<file path="config.mk">
export PLATFORM = sky130hd
export DESIGN_NAME = mfre_seq
export DESIGN_NICKNAME = d
export VERILOG_FILES = /design/src/hdl/mfre_pkg.sv /design/src/hdl/mfre_seq.sv
export SDC_FILE = /design/constraint.sdc
export NUM_CORES = 1
export LEC_CHECK = 0
export BUFFER_PORTS_ARGS = -buffer_cell sky130_fd_sc_hd__buf_2
export CELL_PAD_IN_SITES_DETAIL_PLACEMENT = 2
export CELL_PAD_IN_SITES_GLOBAL_PLACEMENT = 2
export CORE_ASPECT_RATIO = 0.7
export CORE_UTILIZATION = 42
export CTS_CLUSTER_SIZE = 20
export DETAILED_ROUTE_END_ITERATION = 8
export GPL_TIMING_DRIVEN = 0
export PLACE_DENSITY_LB_ADDON = 0.1
export SYNTH_ARGS = -nofsm -noshare
export SYNTH_HDL_FRONTEND = slang
export SYNTH_SLANG_ARGS = --single-unit
export TNS_END_PERCENT = 30
</file>
<file path="constraint.sdc">
create_clock -name i_clk -period 7.12 [get_ports i_clk]
set_input_delay 0.712 -clock i_clk [delete_from_list [all_inputs] [get_ports i_clk]]
set_output_delay 0.712 -clock i_clk [all_outputs]
set_load 0.005 [all_outputs]
</file>
<file path="src/hdl/mfre_pkg.sv">
// ----------------------------------------------------------------------------
// mfre_pkg
// Shared types and constants of the monochrome framebuffer raster engine.
// ----------------------------------------------------------------------------
package mfre_pkg;

    // default screen geometry
    localparam int DEF_SCREEN_WIDTH  = 128;
    localparam int DEF_SCREEN_HEIGHT = 64;

    // fixed field widths
    localparam int CMD_W   = 3;
    localparam int COORD_W = 9;   // signed request coordinates
    localparam int PIX_W   = 8;   // clipped on-screen coordinate
    localparam int IDX_W   = 10;  // byte index of the read request
    localparam int DATA_W  = 8;

    // request commands
    typedef enum logic [CMD_W-1:0] {
        CMD_SET_PX   = 3'd0,
        CMD_CLR_PX   = 3'd1,
        CMD_INV_PX   = 3'd2,
        CMD_FILL_BOX = 3'd3,
        CMD_CLR_BOX  = 3'd4,
        CMD_INV_BOX  = 3'd5,
        CMD_CLR_ALL  = 3'd6,
        CMD_READ     = 3'd7
    } t_cmd;

    // pixel operation applied by the walk
    typedef enum logic [1:0] {
        OP_SET = 2'd0,
        OP_CLR = 2'd1,
        OP_INV = 2'd2
    } t_op;

    // finished result handed from the sequencer to the output stage
    typedef struct packed {
        logic              valid;
        logic [DATA_W-1:0] read_data;
        logic              touched;
    } t_res;

endpackage

</file>
<file path="src/hdl/mfre_seq.sv">
// ----------------------------------------------------------------------------
// mfre_seq
// Request sequencer: clipping, byte walk with read-modify-write, clear sweep, byte read.
// ----------------------------------------------------------------------------
module mfre_seq #(
    parameter int SCREEN_WIDTH  = 128,
    parameter int SCREEN_HEIGHT = 64,
    parameter int BUFSIZE       = 1024,
    parameter int AW            = 10
) (
    input  logic                  i_clk,
    input  logic                  i_rst_n,
    // request side
    input  logic                  i_in_valid,
    output logic                  o_in_stall,
    input  logic [2:0]            i_cmd,
    input  logic signed [8:0]     i_x_start,
    input  logic signed [8:0]     i_y_start,
    input  logic signed [8:0]     i_x_end,
    input  logic signed [8:0]     i_y_end,
    input  logic [9:0]            i_byte_index,
    // result side
    output mfre_pkg::t_res        o_res,
    input  logic                  i_res_take,
    // memory
    output logic                  o_rd_en,
    output logic [AW-1:0]         o_rd_addr,
    input  logic [7:0]            i_rd_data,
    output logic                  o_wr_en,
    output logic [AW-1:0]         o_wr_addr,
    output logic [7:0]            o_wr_data
);
    import mfre_pkg::*;

    localparam int EW = ((AW + 1) > IDX_W) ? (AW + 1) : IDX_W;
    localparam logic signed [COORD_W:0] XMAX = (COORD_W+1)'(SCREEN_WIDTH - 1);
    localparam logic signed [COORD_W:0] YMAX = (COORD_W+1)'(SCREEN_HEIGHT - 1);

    typedef enum logic [7:0] {
        S_IDLE  = 8'b0000_0001,
        S_CLEAR = 8'b0000_0010,
        S_CLIP  = 8'b0000_0100,
        S_BASE  = 8'b0000_1000,
        S_WALK  = 8'b0001_0000,
        S_FLUSH = 8'b0010_0000,
        S_READ  = 8'b0100_0000,
        S_DONE  = 8'b1000_0000
    } t_state;

    t_state                     r_state, n_state;
    t_op                        r_op, n_op;
    logic signed [COORD_W-1:0]  r_xs, n_xs, r_ys, n_ys, r_xe, n_xe, r_ye, n_ye;
    logic [PIX_W-1:0]           r_x1, n_x1, r_x2, n_x2, r_y1, n_y1, r_y2, n_y2;
    logic [PIX_W-1:0]           r_x, n_x;
    logic [PIX_W-4:0]           r_bank, n_bank;
    logic [AW-1:0]              r_idx, n_idx, r_row_idx, n_row_idx;
    logic [AW-1:0]              r_cnt, n_cnt;
    logic                       r_clr_cmd, n_clr_cmd;
    logic                       r_wb_valid, n_wb_valid;
    logic [AW-1:0]              r_wb_addr, n_wb_addr;
    logic [7:0]                 r_wb_mask, n_wb_mask;
    logic [7:0]                 r_res_data, n_res_data;
    logic                       r_res_touched, n_res_touched;

    logic                       w_accept;
    logic [EW-1:0]              w_bidx_ext;
    logic                       w_bidx_ok;
    logic signed [COORD_W:0]    w_xs, w_ys, w_xe, w_ye, w_x1, w_y1, w_x2, w_y2;
    logic [2:0]                 w_lo, w_hi;
    logic [7:0]                 w_mask;
    logic [AW-1:0]              w_bank_off;
    logic [7:0]                 w_new_byte;

    assign w_accept   = i_in_valid && (r_state == S_IDLE);
    assign o_in_stall = (r_state != S_IDLE);

    // read request range check
    assign w_bidx_ext = EW'(i_byte_index);
    assign w_bidx_ok  = (w_bidx_ext < EW'(BUFSIZE));

    // clip the box to the screen
    assign w_xs = {r_xs[COORD_W-1], r_xs};
    assign w_ys = {r_ys[COORD_W-1], r_ys};
    assign w_xe = {r_xe[COORD_W-1], r_xe};
    assign w_ye = {r_ye[COORD_W-1], r_ye};
    assign w_x1 = (w_xs < 0) ? '0 : w_xs;
    assign w_y1 = (w_ys < 0) ? '0 : w_ys;
    assign w_x2 = (w_xe > XMAX) ? XMAX : w_xe;
    assign w_y2 = (w_ye > YMAX) ? YMAX : w_ye;

    // byte offset of the top bank row
    assign w_bank_off = AW'(r_y1[PIX_W-1:3]) * AW'(SCREEN_WIDTH);

    // row mask of the current bank, bit 7 is the top row
    assign w_lo   = (r_bank == r_y1[PIX_W-1:3]) ? r_y1[2:0] : 3'd0;
    assign w_hi   = (r_bank == r_y2[PIX_W-1:3]) ? r_y2[2:0] : 3'd7;
    assign w_mask = (8'hFF >> w_lo) & (8'hFF << (3'd7 - w_hi));

    // modify stage of the read-modify-write
    always_comb begin
        unique case (r_op)
            OP_SET:  w_new_byte = i_rd_data | r_wb_mask;
            OP_CLR:  w_new_byte = i_rd_data & ~r_wb_mask;
            OP_INV:  w_new_byte = i_rd_data ^ r_wb_mask;
            default: w_new_byte = i_rd_data;
        endcase
    end

    // memory ports
    assign o_rd_en   = (r_state == S_WALK) ||
                       (w_accept && (t_cmd'(i_cmd) == CMD_READ) && w_bidx_ok);
    assign o_rd_addr = (r_state == S_WALK) ? r_idx : w_bidx_ext[AW-1:0];
    assign o_wr_en   = (r_state == S_CLEAR) || r_wb_valid;
    assign o_wr_addr = (r_state == S_CLEAR) ? r_cnt : r_wb_addr;
    assign o_wr_data = (r_state == S_CLEAR) ? 8'h00 : w_new_byte;

    // result
    assign o_res.valid     = (r_state == S_DONE);
    assign o_res.read_data = r_res_data;
    assign o_res.touched   = r_res_touched;

    // next state
    always_comb begin
        n_state       = r_state;
        n_op          = r_op;
        n_xs          = r_xs;
        n_ys          = r_ys;
        n_xe          = r_xe;
        n_ye          = r_ye;
        n_x1          = r_x1;
        n_x2          = r_x2;
        n_y1          = r_y1;
        n_y2          = r_y2;
        n_x           = r_x;
        n_bank        = r_bank;
        n_idx         = r_idx;
        n_row_idx     = r_row_idx;
        n_cnt         = r_cnt;
        n_clr_cmd     = r_clr_cmd;
        n_wb_valid    = 1'b0;
        n_wb_addr     = r_wb_addr;
        n_wb_mask     = r_wb_mask;
        n_res_data    = r_res_data;
        n_res_touched = r_res_touched;

        unique case (r_state)
            S_IDLE: begin
                if (w_accept) begin
                    n_xs = i_x_start;
                    n_ys = i_y_start;
                    n_xe = i_x_end;
                    n_ye = i_y_end;
                    n_res_data    = 8'h00;
                    n_res_touched = 1'b0;
                    unique case (t_cmd'(i_cmd))
                        CMD_SET_PX, CMD_CLR_PX, CMD_INV_PX: begin
                            // a pixel is a one-pixel box
                            n_xe    = i_x_start;
                            n_ye    = i_y_start;
                            n_op    = t_op'(i_cmd[1:0]);
                            n_state = S_CLIP;
                        end
                        CMD_FILL_BOX: begin
                            n_op    = OP_SET;
                            n_state = S_CLIP;
                        end
                        CMD_CLR_BOX: begin
                            n_op    = OP_CLR;
                            n_state = S_CLIP;
                        end
                        CMD_INV_BOX: begin
                            n_op    = OP_INV;
                            n_state = S_CLIP;
                        end
                        CMD_CLR_ALL: begin
                            n_cnt     = '0;
                            n_clr_cmd = 1'b1;
                            n_state   = S_CLEAR;
                        end
                        CMD_READ: begin
                            n_state = w_bidx_ok ? S_READ : S_DONE;
                        end
                        default: n_state = S_DONE;
                    endcase
                end
            end
            S_CLEAR: begin
                n_cnt = r_cnt + 1'b1;
                if (r_cnt == AW'(BUFSIZE - 1)) begin
                    n_res_touched = 1'b1;
                    n_state       = r_clr_cmd ? S_DONE : S_IDLE;
                end
            end
            S_CLIP: begin
                n_x1 = w_x1[PIX_W-1:0];
                n_x2 = w_x2[PIX_W-1:0];
                n_y1 = w_y1[PIX_W-1:0];
                n_y2 = w_y2[PIX_W-1:0];
                n_state = ((w_x1 <= w_x2) && (w_y1 <= w_y2)) ? S_BASE : S_DONE;
            end
            S_BASE: begin
                n_row_idx = AW'(BUFSIZE - 1) - AW'(r_x1) - w_bank_off;
                n_idx     = AW'(BUFSIZE - 1) - AW'(r_x1) - w_bank_off;
                n_x       = r_x1;
                n_bank    = r_y1[PIX_W-1:3];
                n_state   = S_WALK;
            end
            S_WALK: begin
                // issue the read now, write it back next cycle
                n_wb_valid = 1'b1;
                n_wb_addr  = r_idx;
                n_wb_mask  = w_mask;
                if (r_x == r_x2) begin
                    if (r_bank == r_y2[PIX_W-1:3]) begin
                        n_state = S_FLUSH;
                    end else begin
                        n_bank    = r_bank + 1'b1;
                        n_x       = r_x1;
                        n_row_idx = r_row_idx - AW'(SCREEN_WIDTH);
                        n_idx     = r_row_idx - AW'(SCREEN_WIDTH);
                    end
                end else begin
                    n_x   = r_x + 1'b1;
                    n_idx = r_idx - 1'b1;
                end
            end
            S_FLUSH: begin
                n_res_touched = 1'b1;
                n_state       = S_DONE;
            end
            S_READ: begin
                n_res_data    = i_rd_data;
                n_res_touched = 1'b1;
                n_state       = S_DONE;
            end
            S_DONE: begin
                if (i_res_take) begin
                    n_state = S_IDLE;
                end
            end
            default: n_state = S_IDLE;
        endcase
    end

    // control registers; reset starts the clearing pass
    always_ff @(posedge i_clk) begin
        if (!i_rst_n) begin
            r_state    <= S_CLEAR;
            r_cnt      <= '0;
            r_clr_cmd  <= 1'b0;
            r_wb_valid <= 1'b0;
        end else begin
            r_state    <= n_state;
            r_cnt      <= n_cnt;
            r_clr_cmd  <= n_clr_cmd;
            r_wb_valid <= n_wb_valid;
        end
    end

    // datapath registers
    always_ff @(posedge i_clk) begin
        r_op          <= n_op;
        r_xs          <= n_xs;
        r_ys          <= n_ys;
        r_xe          <= n_xe;
        r_ye          <= n_ye;
        r_x1          <= n_x1;
        r_x2          <= n_x2;
        r_y1          <= n_y1;
        r_y2          <= n_y2;
        r_x           <= n_x;
        r_bank        <= n_bank;
        r_idx         <= n_idx;
        r_row_idx     <= n_row_idx;
        r_wb_addr     <= n_wb_addr;
        r_wb_mask     <= n_wb_mask;
        r_res_data    <= n_res_data;
        r_res_touched <= n_res_touched;
    end

endmodule

</file>
==> results of run 1 <==
## metrics by stage
stage / utilization, % / power (mW) / hold WS [ns]
5_1_grt: 50.8 / 1.97 / 0.451
4_1_cts: 50.8 / 1.93 / 0.449
3_3_place_gp: 47.5 / 1.02 / 0.484
2_1_floorplan: - / 0.994 / 0.463
6_report: 50.8 / 1.92 / 0.455
3_5_place_dp: 47.5 / 1.03 / 0.496
## flip-flops by register name (all words and copies together) (netlist names), 9 cells and up
signal     cells
r_xe           9
r_idx         10
r_ye           9
r_row_idx     10
r_xs           9
r_wb_addr     10
r_ys           9
r_cnt         10
## Yosys cell counts, drive strengths merged (12+ instances only)
master	number
edfxtp	130
nand2	69
inv	52
nor2	51
ha	40
o21ai	30
mux2	29
xor2	27
a21oi	24
dfxtp	20
nand3	19
xnor2	19
nor2b	17
and2	12
nor4	12
## layout by cell type, fill, tap and decap left out, types with 3 or more instances in the layout
cell / Yosys / final
or2_2: 10 / 10
nand2_1: 69 / 69
nand4b_1: 3 / 3
o21a_1: 4 / 4
mux4_2: 7 / 7
xor2_1: 27 / 27
edfxtp_1: 130 / 130
nand2b_1: 11 / 11
nand4_1: 9 / 9
ha_1: 40 / 40
nor3_1: 8 / 8
clkinv_4: 0 / 3
nor4_4: 3 / 3
mux2i_1: 4 / 4
o21ai_0: 27 / 27
o211ai_1: 10 / 10
nand3_1: 19 / 19
inv_6: 0 / 3
nor2b_1: 17 / 17
a211oi_1: 5 / 5
dfxtp_1: 20 / 20
nor2_1: 51 / 50
clkbuf_16: 0 / 17
nor4_1: 8 / 8
a21oi_1: 23 / 23
and2_1: 12 / 12
clkinv_1: 2 / 6
xnor2_1: 19 / 19
buf_2: 6 / 105
clkbuf_1: 10 / 10
mux2_2: 29 / 29
or3_1: 4 / 4
nor3b_1: 3 / 3
inv_1: 52 / 52
## worst register-to-register path, stage by stage (launching register included)
cell	delay [ns]
edfxtp_1	0.41
nor3_1	0.24
o21ai_0	0.15
ha_1	0.41
nand2b_1	0.23
ha_1	0.33
a211oi_1	0.29
o211ai_1	0.15
o31a_1	0.15
a32o_1	0.29
a21oi_1	0.20
o21ai_1	0.09
## how the worst min path moves through the flow
stage                end  slack, ns  cells past startpoint
6_report         r_ys[2]       0.46                      1
3_3_place_gp   r_clr_cmd       0.48                      1
4_1_cts          r_xs[6]       0.45                      1
2_1_floorplan  r_clr_cmd       0.46                      1
5_1_grt          r_xs[6]       0.45                      1
3_5_place_dp   r_clr_cmd       0.50                      1
## power by group through the flow
stage / Clock [mW] / Combinational [mW] / Sequential (mW)
floorplan: 0 / 0.0273 / 0.967
global placement: 0 / 0.0537 / 0.968
detailed placement: 0 / 0.0581 / 0.968
CTS: 0.923 / 0.0594 / 0.949
global route: 0.953 / 0.0645 / 0.948
finish: 0.912 / 0.0582 / 0.949
## layer usage
| metal | track usage (%) | vias up |
|---|---|---|
| met4 | 10.0 | 0 |
| met2 | 43.7 | 132 |
| met1 | 31.2 | 2809 |
| met3 | 4.47 | 27 |
| li1 | - | 2642 |
| met5 | 0 | - |
## final cells by class
class | count | area, um^2 | share of cell area [%]
sequential | 150 | 4300 | 47.0
timing repair buffer | 99 | 495 | 5.41
buffer | 19 | 86.3 | 0.942
clock inverter | 15 | 154 | 1.68
multi-input combinational | 450 | 3200 | 34.9
tap | 236 | 295 | 3.22
inverter | 54 | 203 | 2.21
clock buffer | 17 | 425 | 4.64
## kinds of logic (layout without fill, tap and decap cells)
group / Yosys count / after routing / share of synthesized area [%]
flip-flops: 150 / 150 / 55.3
AO/OA/AOI/OAI: 89 / 89 / 7.13
XOR/XNOR: 46 / 46 / 5.17
adder cells (fa/ha/maj): 40 / 40 / 6.43
buffers and inverters: 73 / 204 / 3.71
AND/OR/NAND/NOR: 235 / 235 / 15.6
multiplexers: 40 / 40 / 6.73
==> results.json, run 1 <==
{
  "status": "complete, no violations",
  "min_period_ns": 3.48,
  "cts_buffers": 17,
  "place_hpwl_um": 16000,
  "clock_skew_ns": 0.0158,
  "wl_met1_um": 10100,
  "seqPwrFrac_pct": 49.4,
  "route.vias.total": 5610,
  "crit_path_cell_trace": "nor2_1 -> nand4b_1 -> clkbuf_1 -> clkbuf_1 -> o21ai_0 -> buf_2",
  "die_w_um": 165,
  "ios": 102,
  "routabilityCongestion": 0.810,
  "p_switching_mw": 0.423,
  "internal_power_mw": 1.50,
  "grt.total_usage_pct": 25.1,
  "synth_seq_cells": 150,
  "routed.top_layer": "met4",
  "diodes": 0,
  "yosys.area.top_type_share_pct": 50.1,
  "num_rows": 41,
  "overflow": 0,
  "critPathTopFamily": "buffers and inverters",
  "fin_setup_tns_ns": 0,
  "met3WireLength_um": 971,
  "yosysSeqAreaShare_pct": 55.3,
  "synth_warnings": 0,
  "r2r_setup_slack_ns": 4.09,
  "firstDrtPassIters": 5,
  "wl_per_cell_um": 21.8,
  "synthArstFlopShare_pct": 0,
  "ys_types": 54,
  "tightestPinTransition_ns": 1.35,
  "start_util_pct": 43.1,
  "holdBufCountCts": 0,
  "worst_slack_ns": 3.64,
  "fill_cells": 1817,
  "synth-edff-count": 130,
  "port_buffers": 99,
  "ir_drop_uv": 174,
  "grt_max_degree": 37,
  "cts.htree.levels": 4,
  "setup_viol": 0,
  "root_buffer": "clkbuf_16",
  "clk_latency_ns": 0.44,
  "viasPerCell": 5.39,
  "fin_area_um2": 9170,
  "endpoint_kind": "output pin",
  "syn_avg_cell_area_um2": 11.6,
  "wl_um": 22700,
  "swShare_pct": 22.1,
  "postCtsSetupBuffers": 0,
  "endpoint": "o_rd_en",
  "critPathArrivalTime_ns": 2.77,
  "clk_path_buf_depth": 2,
  "crit_start": "r_state[2]",
  "critPathKind": "register to output pin",
  "antenna_found_initial": 0,
  "hp-class": "input port to register",
  "fp.dieH_um": 116,
  "r2r_start": "r_ye[8]",
  "coreArea_um2": 18100,
  "grt_pass1_vias": 6257,
  "reg2reg_depth": 11,
  "cts_tree": "yes",
  "finish.net_count": 892,
  "die-area_um2": 19100,
  "r2r-end": "r_state[7]",
  "cts_sinks": 150,
  "power.leakage_nw": 3.62,
  "fmaxAchievable_mhz": 287,
  "required_ns": 6.41,
  "finalMaxSlewViolations": 0,
  "rsz0062_at_grt": "no",
  "fin_cells": 1040,
  "syn_area_um2": 7790,
  "crit_top_cell": "clkbuf_1",
  "synthCells": 673,
  "synth.area.top_cells": "edfxtp_1, ha_1, dfxtp_1, mux2_2, nand2_1",
  "clkSlewWorstSetupHoldPaths_ns": 0.07,
  "hold_violations": 0,
  "cp.buffers_inverters": 3,
  "power_frac_comb_pct": 3.0,
  "slowest_delay_ns": 0.53,
  "wl_met2_um": 11200,
  "drive_above_1_share_pct": 23.8,
  "maxCapViolCount": 0,
  "cp-start-kind": "register",
  "critPathMaxFanout": 10,
  "drtIter0Drc": 309,
  "syn_nets": 774,
  "worst-path-stages": 6,
  "grt_pass1_wl_um": 35400,
  "cpMaxStageDelayCell": "clkbuf_1",
  "slew_headroom_pct": 9.67,
  "area_growth_pct": 17.7,
  "min-delay-start": "i_y_start[2]",
  "synth.largest_area_cell": "edfxtp_1",
  "dp_slack_ns": 4.15,
  "powerDensity_nw_per_um2": 209,
  "cts_resized": 0,
  "drc": 0,
  "place_inst": 1008,
  "placed_cell_area_um2": 8590,
  "ant_nets": 0,
  "min_period_over_period_pct": 48.9,
  "clkPwrFrac_pct": 47.5,
  "synthFlopType": "edfxtp_1"
}
Power figures use the tool's default switching activity.
==> run 2: changes to the inputs <==
--- a/config.mk
+++ b/config.mk
@@ -5,11 +5,12 @@
 export SDC_FILE = /design/constraint.sdc
 export NUM_CORES = 1
 export LEC_CHECK = 0
+export ABC_AREA = 1
 export BUFFER_PORTS_ARGS = -buffer_cell sky130_fd_sc_hd__buf_2
 export CELL_PAD_IN_SITES_DETAIL_PLACEMENT = 2
 export CELL_PAD_IN_SITES_GLOBAL_PLACEMENT = 2
 export CORE_ASPECT_RATIO = 0.7
-export CORE_UTILIZATION = 42
+export CORE_UTILIZATION = 36
 export CTS_CLUSTER_SIZE = 20
 export DETAILED_ROUTE_END_ITERATION = 8
 export GPL_TIMING_DRIVEN = 0
==> constraint.sdc (replaced) <==
create_clock -name i_clk -period 3.3 [get_ports i_clk]
set_input_delay 0.33 -clock i_clk [delete_from_list [all_inputs] [get_ports i_clk]]
set_output_delay 0.33 -clock i_clk [all_outputs]
set_load 0.005 [all_outputs]
==> results.json, run 2 <==
{
  "maxCapViolCount": 0,
  "coreArea_um2": 21700,
  "synthFlopType": "edfxtp_1",
  "min_period_ns": 2.98,
  "cts_resized": 0,
  "multiInputGateArea_um2": 3070,
  "r2r_start": "r_ye[4]",
  "setup_viol": 0,
  "whs_ns": 0.0913,
  "r2r_setup_slack_ns": 0.32,
  "hp-class": "input port to register",
  "fin_setup_tns_ns": 0,
  "worst_slack_ns": 0.319,
  "cts_tree": "yes",
  "syn_area_um2": 8000,
  "drc": 0,
  "ys_types": 44,
  "viasPerCell": 4.94,
  "min_period_over_period_pct": 90.3,
  "root_buffer": "clkbuf_16",
  "hold_end": "r_xs[0]",
  "port_buffers": 101,
  "cp.buffers_inverters": 3,
  "power_frac_comb_pct": 9.6,
  "ios": 102,
  "clkPwrFrac_pct": 43.5,
  "ir_drop_uv": 329,
  "required_ns": 3.63,
  "fin_util_pct": 43.6,
  "netlist_top_cells_count": "nand2_1, edfxtp_1, inv_1",
  "finalMaxSlewViolations": 0,
  "route.vias.total": 6296,
  "final_common_cell": "nand2_1",
  "diodes": 0,
  "wl_um": 23200,
  "cts.htree.levels": 4,
  "critPathTopFamily": "simple AND/OR/NAND/NOR gates",
  "grt_max_degree": 41,
  "antenna_found_initial": 1,
  "clkSlewWorstSetupHoldPaths_ns": 0.06,
  "fin_area_um2": 9470,
  "die_w_um": 180,
  "slew_headroom_pct": 18.9,
  "grt.total_usage_pct": 21.2,
  "cts_buffers": 17,
  "slowest_delay_ns": 0.36,
  "cpMaxStageDelayCell": "edfxtp_1",
  "yosysSeqAreaShare_pct": 53.8,
  "final_cell_mix": "nand2_1, edfxtp_1, inv_1",
  "synth-edff-count": 130,
  "fp.dieH_um": 127,
  "crit_path_cell_trace": "inv_1 -> nor4_2 -> inv_1 -> nand2_1 -> ha_1 -> nand2_1 -> inv_1 -> or2_2 -> ha_1 -> o21bai_1 -> nand3_1 -> nand3_1 -> nand2_1 -> nand3_1 -> nand2_1 -> nand2_1 -> nand2_1 -> a21oi_1",
  "worst-path-stages": 18,
  "cp-start-kind": "register",
  "critPathMaxFanout": 6,
  "postCtsSetupBuffers": 0,
  "yosys.area.top_type_share_pct": 48.8,
  "power.leakage_nw": 4.18,
  "synth.most_common_cell": "nand2_1",
  "synth_seq_cells": 150,
  "area_growth_pct": 18.5,
  "p_switching_mw": 1.06,
  "endpoint_kind": "register",
  "placed_cell_area_um2": 8850,
  "reg2reg_depth": 18,
  "fin_cells": 1275,
  "dp_slack_ns": 0.219,
  "start_util_pct": 36.8,
  "swShare_pct": 23.8,
  "wl_per_cell_um": 18.2,
  "syn_nets": 960,
  "min-delay-start": "i_x_start[0]",
  "cts_sinks": 150,
  "clk_path_buf_depth": 2,
  "r2r-end": "r_state[7]",
  "die-area_um2": 22800,
  "synth.largest_area_cell": "edfxtp_1",
  "place_inst": 1242,
  "overflow": 0,
  "seqPwrFrac_pct": 46.9,
  "fmaxAchievable_mhz": 335,
  "routabilityCongestion": 0.769,
  "firstDrtPassIters": 4,
  "place_hpwl_um": 17600,
  "tightestPinTransition_ns": 1.21,
  "p_total_mw": 4.45,
  "synthCells": 859,
  "status": "complete, no violations",
  "crit_top_cell": "nand2_1",
  "finish.net_count": 1081,
  "clk_latency_ns": 0.43,
  "grt_pass1_vias": 6720,
  "ff_latch_area_um2": 4300,
  "rsz0062_at_grt": "no",
  "clock_skew_ns": 0.00973,
  "synth.area.top_cells": "edfxtp_1, nand2_1, ha_1, inv_1, dfxtp_1",
  "critPathArrivalTime_ns": 3.32,
  "drive_above_1_share_pct": 20.3,
  "drtIter0Drc": 300,
  "num_rows": 45,
  "hold_violations": 0,
  "synth_warnings": 0,
  "grt_pass1_wl_um": 37200,
  "ant_nets": 0,
  "min_path_cells": 1,
  "holdBufCountCts": 0,
  "fill_cells": 2368,
  "synthArstFlopShare_pct": 0,
  "syn_avg_cell_area_um2": 9.31,
  "powerDensity_nw_per_um2": 470,
  "critPathKind": "register to register",
  "internal_power_mw": 3.39
}
==> run 2: cell types whose count changed after synthesis, moves of 8 or more <==
cell,change
and2_1,-12
inv_1,+78
inv_2,+10
mux2_2,-11
nand2_1,+106
nand2b_1,-11
nand3_1,+15
nor2_1,+50
nor2b_1,-17
o21ai_0,+25
xnor2_1,-14
xor2_1,-8
==> run 2: power groups by stage <==
stage | sequential (mW) | clock, mW | combinational [mW]
CTS | 2.08 | 1.99 | 0.435
floorplan | 2.12 | 0 | 0.237
detailed placement | 2.13 | 0 | 0.430
finish | 2.09 | 1.94 | 0.426
global placement | 2.13 | 0 | 0.414
global route | 2.09 | 2.06 | 0.480
==> run 2: how the worst max path moves through the flow <==
stage             from          to  slack, ns
6_report       r_ye[4]  r_state[7]       0.32
5_1_grt        r_ye[4]  r_state[7]       0.04
4_1_cts        r_ye[4]  r_state[7]       0.18
3_5_place_dp   r_ye[4]  r_state[7]       0.22
3_3_place_gp   r_ye[4]  r_state[7]       0.33
2_1_floorplan  r_ye[4]  r_state[7]       0.95
==> run 2: cells by family after synthesis <==
group | count (synthesis) | synth area share, %
mux | 18 | 2.54
compound gates | 104 | 7.12
xor+xnor | 24 | 2.63
buf+inv | 161 | 7.89
flops | 150 | 53.8
fa+ha+maj | 40 | 6.26
simple gates | 362 | 19.7
==> run 2: layout make-up <==
cell class / count / area share [%]
inverter: 142 / 5.65
clock buffer: 23 / 5.39
sequential: 150 / 45.4
timing repair buffer: 102 / 5.63
multi-input combinational: 548 / 32.4
clock inverter: 9 / 0.753
tap: 282 / 3.73
buffer: 19 / 1.00
==> run 2: layer usage <==
| metal | share of wire [%] | vias up | wire (um) | track usage (%) |
|---|---|---|---|---|
| met3 | 2.6 | 16 | 613 | 3.88 |
| met2 | 47 | 93 | 10900 | 34.9 |
| met5 | 0 | - | 0 | 0 |
| met1 | 49 | 3120 | 11400 | 29.2 |
| met4 | 0.84 | 0 | 195 | 5.18 |
| li1 | - | 3067 | - | - |
